[src/hdl/sliding_window_widest_range_macros.svh]
// Assertion macros shared by the sliding window range block
`ifndef SLIDING_WINDOW_WIDEST_RANGE_MACROS_SVH
`define SLIDING_WINDOW_WIDEST_RANGE_MACROS_SVH

// Same-cycle implication, sampled on clk, quiet while rst is high
`define SWWR_ASSERT_SAME(label, ante, cons, msg) \
  label: assert property (@(posedge clk) disable iff (rst) (ante) |-> (cons)) \
    else $error(msg);

// Next-cycle implication, sampled on clk, quiet while rst is high
`define SWWR_ASSERT_NEXT(label, ante, cons, msg) \
  label: assert property (@(posedge clk) disable iff (rst) (ante) |=> (cons)) \
    else $error(msg);

`endif

[src/hdl/swwr_pkg.sv]
// Types and constants shared by the sliding window range block
`timescale 1ns / 1ps
`default_nettype none
package swwr_pkg;

  localparam int SAMPLE_W = 32;
  localparam int START_W  = 16;
  localparam int LEN_W    = 7;
  localparam int ODATA_W  = 48;
  localparam int OUSER_W  = 2;

  typedef enum logic [1:0] {
    ST_IDLE,
    ST_SCAN,
    ST_EVAL,
    ST_DONE
  } state_t;

  typedef struct packed {
    logic take;
    logic scan;
    logic eval;
    logic load_out;
  } cmd_t;

  typedef struct packed {
    logic scan_done;
    logic out_busy;
  } sts_t;

endpackage
`default_nettype wire

[src/hdl/swwr_ctrl.sv]
// Sequencer for the sliding window range block
`timescale 1ns / 1ps
`default_nettype none
`include "sliding_window_widest_range_macros.svh"
module swwr_ctrl
  import swwr_pkg::*;
(
  input  logic clk,
  input  logic rst,
  input  logic s_tvalid,
  output logic s_tready,
  output cmd_t cmd,
  input  sts_t sts
);

  state_t state, state_next;

  always_ff @(posedge clk) begin
    if (rst) begin
      state <= ST_IDLE;
    end else begin
      state <= state_next;
    end
  end

  always_comb begin
    state_next = state;
    cmd        = '0;
    s_tready   = 1'b0;
    case (state)
      ST_IDLE: begin
        s_tready = 1'b1;
        if (s_tvalid) begin
          cmd.take   = 1'b1;
          state_next = ST_SCAN;
        end
      end
      ST_SCAN: begin
        cmd.scan = 1'b1;
        if (sts.scan_done) begin
          state_next = ST_EVAL;
        end
      end
      ST_EVAL: begin
        cmd.eval   = 1'b1;
        state_next = ST_DONE;
      end
      ST_DONE: begin
        // hold until the output register is free
        if (!sts.out_busy) begin
          cmd.load_out = 1'b1;
          state_next   = ST_IDLE;
        end
      end
      default: begin
        state_next = ST_IDLE;
      end
    endcase
  end

  `SWWR_ASSERT_NEXT(a_take_starts_scan, cmd.take, state == ST_SCAN, "take did not start a scan")
  `SWWR_ASSERT_SAME(a_busy_no_ready, state != ST_IDLE, !s_tready, "ready while item in flight")
  `SWWR_ASSERT_SAME(a_one_cmd, 1'b1, $onehot0(cmd), "more than one command at once")

endmodule
`default_nettype wire

[src/hdl/swwr_datapath.sv]
// Window store, min/max scan, best-range registers and output register
`timescale 1ns / 1ps
`default_nettype none
`include "sliding_window_widest_range_macros.svh"
module swwr_datapath
  import swwr_pkg::*;
#(
  parameter int WINDOW_MAX = 64,
  parameter int SERIES_MAX = 65536
) (
  input  logic                clk,
  input  logic                rst,
  input  logic [LEN_W-1:0]    window_len,
  input  logic [SAMPLE_W-1:0] sample,
  input  logic                restart,
  input  cmd_t                cmd,
  output sts_t                sts,
  output logic                m_tvalid,
  input  logic                m_tready,
  output logic [ODATA_W-1:0]  m_tdata,
  output logic [OUSER_W-1:0]  m_tuser
);

  localparam int AW = $clog2(WINDOW_MAX);
  localparam int FW = $clog2(WINDOW_MAX + 1);
  localparam int PW = $clog2(SERIES_MAX);

  logic [SAMPLE_W-1:0] mem [WINDOW_MAX];
  logic [SAMPLE_W-1:0] rd_data;
  logic                rd_vld;
  logic [AW-1:0]       wp, wp_next, rp;
  logic [FW-1:0]       left, fill, fill_next, len_eff;
  logic [PW-1:0]       pos, pos_cur, pos_next, start_cand, best_start;
  logic [SAMPLE_W-1:0] mx, mn, best_range, range_cur;
  logic                full, full_next, found, issue;
  logic [31:0]         len_wide, len_m1, pos_wide, start_wide, bs_ext;

  // clamp the window length to 1..WINDOW_MAX
  always_comb begin
    if (window_len == '0) begin
      len_wide = 32'd1;
    end else if ({25'd0, window_len} > 32'(WINDOW_MAX)) begin
      len_wide = 32'(WINDOW_MAX);
    end else begin
      len_wide = {25'd0, window_len};
    end
  end
  assign len_eff = len_wide[FW-1:0];
  assign len_m1  = len_wide - 32'd1;

  assign wp_next   = (wp == AW'(WINDOW_MAX - 1)) ? '0 : wp + AW'(1);
  assign fill_next = restart ? FW'(1) :
                     (fill < FW'(WINDOW_MAX)) ? fill + FW'(1) : fill;
  assign full_next = (fill_next >= len_eff);
  assign pos_cur   = restart ? '0 : pos;
  assign pos_next  = (pos_cur != PW'(SERIES_MAX - 1)) ? pos_cur + PW'(1) : pos_cur;
  assign pos_wide  = 32'(pos_cur);
  assign start_wide = (pos_wide >= len_m1) ? pos_wide - len_m1 : 32'd0;

  assign issue     = cmd.scan && (left != '0);
  assign range_cur = mx - mn;
  assign bs_ext    = 32'(best_start);

  assign sts.scan_done = (left == '0) && !rd_vld;
  assign sts.out_busy  = m_tvalid && !m_tready;

  always_ff @(posedge clk) begin
    if (cmd.take) begin
      mem[wp_next] <= sample;
    end
    if (issue) begin
      rd_data <= mem[rp];
    end
  end

  always_ff @(posedge clk) begin
    if (rst) begin
      wp         <= '0;
      rp         <= '0;
      left       <= '0;
      fill       <= '0;
      pos        <= '0;
      full       <= 1'b0;
      rd_vld     <= 1'b0;
      best_range <= '0;
      best_start <= '0;
      found      <= 1'b0;
      m_tvalid   <= 1'b0;
    end else begin
      rd_vld <= issue;
      if (cmd.take) begin
        wp   <= wp_next;
        rp   <= wp;
        fill <= fill_next;
        pos  <= pos_next;
        full <= full_next;
        left <= full_next ? len_eff - FW'(1) : '0;
        if (restart) begin
          best_range <= '0;
          best_start <= '0;
          found      <= 1'b0;
        end
      end
      if (issue) begin
        left <= left - FW'(1);
        rp   <= (rp == '0) ? AW'(WINDOW_MAX - 1) : rp - AW'(1);
      end
      if (cmd.eval && full && (range_cur > best_range)) begin
        best_range <= range_cur;
        best_start <= start_cand;
        found      <= 1'b1;
      end
      if (cmd.load_out) begin
        m_tvalid <= 1'b1;
      end else if (m_tready) begin
        m_tvalid <= 1'b0;
      end
    end
  end

  // payload registers
  always_ff @(posedge clk) begin
    if (cmd.take) begin
      mx         <= sample;
      mn         <= sample;
      start_cand <= start_wide[PW-1:0];
    end
    if (rd_vld) begin
      if (rd_data > mx) mx <= rd_data;
      if (rd_data < mn) mn <= rd_data;
    end
    if (cmd.load_out) begin
      m_tdata <= {bs_ext[START_W-1:0], best_range};
      m_tuser <= {full, found};
    end
  end

  `SWWR_ASSERT_SAME(a_found_nonzero, found, best_range != '0, "found with zero best range")
  `SWWR_ASSERT_SAME(a_start_clear, !found, best_start == '0, "start set while nothing found")
  `SWWR_ASSERT_SAME(a_fill_bound, 1'b1, fill <= FW'(WINDOW_MAX), "fill count past store depth")

endmodule
`default_nettype wire

[src/hdl/sliding_window_widest_range.sv]
// Top level of the sliding window widest range block
//
//  channel | dir | handshake          | payload
//  --------+-----+--------------------+------------------------------------------
//  s       | in  | s_tvalid/s_tready  | tdata[31:0] sample, tuser[0] restart
//  m       | out | m_tvalid/m_tready  | tdata[31:0] best_range, [47:32] best_start
//          |     |                    | tuser[0] found, tuser[1] window_full
//  cfg     | in  | cfg_valid/cfg_ready| cfg_data[6:0] window_len
//
// One beat is taken while the sequencer is idle and then passes the scan,
// evaluate and done states: the scan reads one stored sample per cycle through
// the single read port of the window store and drains the read pipeline, then
// evaluate updates the best range and the done state loads the output
// register. A new beat is taken once the previous result sits in the output
// register, even while m_tready is low; a result still waiting there holds
// the sequencer before its load, and the input stalls with it. rst is
// synchronous and clears the sequencer, counters and best-range state;
// window_len returns to 8. The store itself holds stale data after reset and
// is never read before it is written in the current series.
`timescale 1ns / 1ps
`default_nettype none
module sliding_window_widest_range
  import swwr_pkg::*;
#(
  parameter int WINDOW_MAX = 64,
  parameter int SERIES_MAX = 65536
) (
  input  logic                clk,
  input  logic                rst,
  input  logic                s_tvalid,
  output logic                s_tready,
  input  logic [SAMPLE_W-1:0] s_tdata,   // [31:0] sample
  input  logic [0:0]          s_tuser,   // [0] restart
  output logic                m_tvalid,
  input  logic                m_tready,
  output logic [ODATA_W-1:0]  m_tdata,   // [31:0] best_range, [47:32] best_start
  output logic [OUSER_W-1:0]  m_tuser,   // [0] found, [1] window_full
  input  logic                cfg_valid,
  output logic                cfg_ready,
  input  logic [LEN_W-1:0]    cfg_data   // [6:0] window_len
);

  logic [LEN_W-1:0] window_len;
  cmd_t             cmd;
  sts_t             sts;

  // writes are to arrive only while idle; the block does not enforce this and always takes them
  assign cfg_ready = 1'b1;

  always_ff @(posedge clk) begin
    if (rst) begin
      window_len <= LEN_W'(8);
    end else if (cfg_valid) begin
      window_len <= cfg_data;
    end
  end

  swwr_ctrl u_ctrl (
    .clk      (clk),
    .rst      (rst),
    .s_tvalid (s_tvalid),
    .s_tready (s_tready),
    .cmd      (cmd),
    .sts      (sts)
  );

  swwr_datapath #(
    .WINDOW_MAX (WINDOW_MAX),
    .SERIES_MAX (SERIES_MAX)
  ) u_datapath (
    .clk        (clk),
    .rst        (rst),
    .window_len (window_len),
    .sample     (s_tdata),
    .restart    (s_tuser[0]),
    .cmd        (cmd),
    .sts        (sts),
    .m_tvalid   (m_tvalid),
    .m_tready   (m_tready),
    .m_tdata    (m_tdata),
    .m_tuser    (m_tuser)
  );

endmodule
`default_nettype wire
[config.mk]
export PLATFORM = sky130hd
export DESIGN_NAME = sliding_window_widest_range
export DESIGN_NICKNAME = d
export VERILOG_FILES = /design/src/hdl/swwr_pkg.sv /design/src/hdl/swwr_ctrl.sv /design/src/hdl/swwr_datapath.sv /design/src/hdl/sliding_window_widest_range.sv
export VERILOG_INCLUDE_DIRS = /design/src /design/src/hdl
export SDC_FILE = /design/constraint.sdc
export NUM_CORES = 2
export LEC_CHECK = 0
export BUFFER_PORTS_ARGS = -buffer_cell sky130_fd_sc_hd__buf_2
export CAP_MARGIN = 10
export CELL_PAD_IN_SITES_DETAIL_PLACEMENT = 0
export CELL_PAD_IN_SITES_GLOBAL_PLACEMENT = 1
export CORE_MARGIN = 5
export CORE_UTILIZATION = 35
export CTS_BUF_LIST = sky130_fd_sc_hd__clkbuf_8 sky130_fd_sc_hd__clkbuf_16
export DETAILED_ROUTE_END_ITERATION = 8
export PLACE_DENSITY = 0.56
export REMOVE_ABC_BUFFERS = 1
export SYNTH_ARGS = -nofsm -noshare
export SYNTH_HDL_FRONTEND = slang
export SYNTH_SLANG_ARGS = --single-unit
[constraint.sdc]
create_clock -name clk -period 3.9 [get_ports clk]
set_input_delay 0.78 -clock clk [delete_from_list [all_inputs] [get_ports clk]]
set_output_delay 0.78 -clock clk [all_outputs]
set_load 0.1 [all_outputs]
==> results.cfg <==
[place]
dp_cells = 8660
routabilityCongestion = 0.787
place_ws_ns = -0.905
io_buffer_count = 96
detailed_place.area_mm2 = 0.102
dpl.hpwl_um = 157000

[sta]
report.final.setup_viol = 49
hold_viol_final = 0
slew_viol_final = 0
relSlewSlack_pct = 16.5
finalClockSkew_ns = 0.0703
fmax_ghz = 0.218
fin_crit_sh_pct = 117
tightest_slew_ns = 1.25
rsz0062_at_grt = yes
tns_ns = -26.84
worst_hold_slack_ns = 0.106
min_period_ns = 4.58
worst_slack_ns = -0.680

[routing]
drcViolationCount = 0
drt_iter0_markers = 4296
dr.pass1.iters = 5
vias = 48236
wire_per_inst_um = 27.5
vias_per_cell = 5.28
final_antenna_net_count = 0
routed_wl_um = 251000

[finish]
fill_cells = 23447
drive_gt1_share_pct = 31.8
multi_input_area_mm2 = 0.0249
stdcell_count = 9138
area_growth_pct = 18.6
fin_area_mm2 = 0.111
register_area_mm2 = 0.0678
nets = 5601

[cts]
cts_sinks = 2313
cts_tree = built
root_buffer = clkbuf_16
cts_buffers = 237
clk_path_buf_depth = 3
htreeDepth = 4
clk_pin_slew_ns = 0.06
insertion_delay_ns = 0.89

[synth]
synth_cells = 4785
yosysMostFrequentCell = edfxtp_1
avgSynthCellArea_um2 = 19.5
ys_top_cells_by_area = edfxtp_1 69%, mux4_2 15%, dfxtp_1 3.6%, ha_1 2.2%, a21oi_1 0.87%
ys_seq_elements = 2313
yosysSeqAreaShare_pct = 72.6
synth_flop_cell = edfxtp_1
syn_area_mm2 = 0.0934
yosys.cell_types.count = 80
synth_edf_count = 2146
synth_top_cell_area_share_pct = 69.0
synthTopCellsByCount = 2146 x edfxtp_1, 621 x mux4_2, 200 x nor2_1
yosysWarnings = 0
synth_top_area_cell = edfxtp_1
synthArstFlopShare_pct = 0

[power_and_ir_drop]
p_leak_nw = 35.6
peakVddDrop_v = 0.000401
p_per_area_mw_per_mm2 = 702

[global_routing]
grt.busiest_layer = met2
grt_pass1_wl_um = 362000
grt.overflow.total = 0
gr-usage-met3_pct = 3.16
grt_max_degree = 73
grt_util_met2_pct = 29.5
antenna_found_initial = 21
grtUsageTotal_pct = 17.9
grt_pass1_vias = 49569
use_met1_pct = 24.7

[status]
status = finished, violations left
violations = setup timing

[floorplanning]
dieArea_mm2 = 0.277
pin_count = 98
rows = 189
die_y_um = 527
start_util_pct = 35.2
die_w_um = 527
core_area_mm2 = 0.265

[worst_setup_path]
reg2reg_depth = 22
crit_type = reg -> reg
worstSetupEndpointType = register
critPathRequiredTime_ns = 4.61
r2r_slack_ns = -0.68
r2r_start = u_datapath.mx[0]$_DFF_P_
crit_path_end = u_datapath.best_range[26]$_SDFFE_PP0P_
cp_data_arrival_time_ns = 5.29
timing.rr.end = u_datapath.best_range[26]$_SDFFE_PP0P_
crit_path_start = u_datapath.mx[0]$_DFF_P_
critPathMaxFanout = 6
start_kind = register

[flow_run]
cap_violations = 0

[min_path]
hp-class = in -> reg
-- sequential cells by signal (all words and copies together) (netlist names) --
| name | flops |
|---|---|
| u_datapath.full | 1 |
| u_datapath.mem | 2048 |
| u_datapath.start_cand | 16 |
| u_datapath.m_tdata | 48 |
| u_datapath.best_range | 32 |
| u_datapath.found | 1 |
| u_datapath.wp | 6 |
| u_datapath.m_tvalid | 1 |
| u_datapath.m_tuser | 2 |
| window_len | 7 |
| u_datapath.rp | 6 |
| u_datapath.rd_data | 32 |
| u_datapath.pos | 16 |
| u_datapath.left | 7 |
| u_datapath.best_start | 16 |
| u_datapath.mn | 32 |
| u_ctrl.state | 2 |
| u_datapath.mx | 32 |
| u_datapath.fill | 7 |
| u_datapath.rd_vld | 1 |
-- layout by cell type, fill, tap and decap left out, types with 33 or more instances in the layout --
cell type	instances
o21ai_0	136
inv_1	180
nand3_1	59
clkbuf_16	239
buf_4	411
edfxtp_1	2146
a21o_1	33
xnor2_1	36
mux4_2	621
nor2_1	134
nor3_1	34
nor2_4	64
buf_2	95
a21oi_1	152
clkinv_1	54
clkinv_2	44
mux2i_1	64
nand2_1	171
ha_1	160
mux2_2	72
buf_12	75
dfxtp_1	159
-- worst min-delay path by stage --
stage                                            from                                to  slack (ns)  depth (start not counted)
3_5_place_dp   u_datapath.best_start[13]$_SDFFE_PP0P_  u_datapath.m_tdata[45]$_DFFE_PP_        0.42                          0
5_1_grt                                   cfg_data[3]        window_len[3]$_SDFFE_PP1P_        0.06                          2
6_report                                  cfg_data[3]        window_len[3]$_SDFFE_PP1P_        0.11                          2
4_1_cts                                   cfg_data[3]        window_len[3]$_SDFFE_PP1P_        0.03                          2
2_1_floorplan   u_datapath.best_start[0]$_SDFFE_PP0P_  u_datapath.m_tdata[32]$_DFFE_PP_        0.41                          0
3_3_place_gp            u_datapath.found$_SDFFE_PP0P_   u_datapath.m_tuser[0]$_DFFE_PP_        0.42                          0
-- critical path, stage by stage (launching register included) --
cell,delay [ns]
dfxtp_2,0.32
inv_2,0.07
ha_4,0.13
inv_2,0.03
fa_2,0.36
a211oi_4,0.28
o21ai_2,0.10
a21oi_2,0.23
nor2_2,0.07
o41a_1,0.39
a41oi_2,0.21
xnor2_1,0.14
ha_1,0.24
nand4_1,0.18
nor4_2,0.07
a221o_1,0.32
a22o_1,0.24
buf_6,0.12
o31ai_4,0.19
buf_6,0.16
clkbuf_16,0.14
nor4b_1,0.05
or3_1,0.37
-- timing repair --
| item | in CTS | in global routing |
|---|---|---|
| setup endpoints to repair | 65 | 65 |
| hold buffers | 0 | 0 |
| gates resized for setup | 60 | 33 |
| buffers inserted | 17 | 5 |
| gates cloned | 5 | 1 |
| pin swaps | 29 | 11 |
-- cell families (layout without fill, tap and decap cells) --
kind of cell	count (synthesis)	count (layout)	share of synthesized area, %
flip-flops	2313	2313	72.6
AND/OR/NAND/NOR	623	623	3.10
multiplexers	770	770	16.7
adder cells (fa/ha/maj)	164	164	2.21
other	1	12	0.00401
AO/OA/AOI/OAI	491	491	3.23
XOR/XNOR	60	60	0.563
buffers and inverters	363	1172	1.64
-- through the flow --
stage                     power (mW)  utilization, %
after global routing            81.8            41.8
after detailed placement        55.5            38.5
after global placement          55.5            38.5
after CTS                       78.7            41.7
after floorplan                 43.1               -
final                           77.8            41.8
-- per-layer routing --
layer,routed length (um),vias up
met5,21,-
met4,5870,4
met3,14100,323
met2,122000,1282
met1,109000,25765
li1,-,20862
-- cell type report --
cell class | count | share of cell area, %
antenna | 6 | 0.0135
clock buffer | 239 | 5.39
clock inverter | 207 | 1.69
inverter | 129 | 0.439
multi-input combinational | 2114 | 22.5
sequential | 2313 | 61.2
tap | 3533 | 3.99
timing repair buffer | 597 | 4.79
-- power breakdown --
part	switching [mW]	internal, mW	leakage (nW)	total (mW)
clock	9.70	12.9	4.04	22.6
combinational	14.3	11.8	10.8	26.1
sequential	0.829	28.3	20.7	29.1
Note: power is estimated with default switching activity, not from simulation.
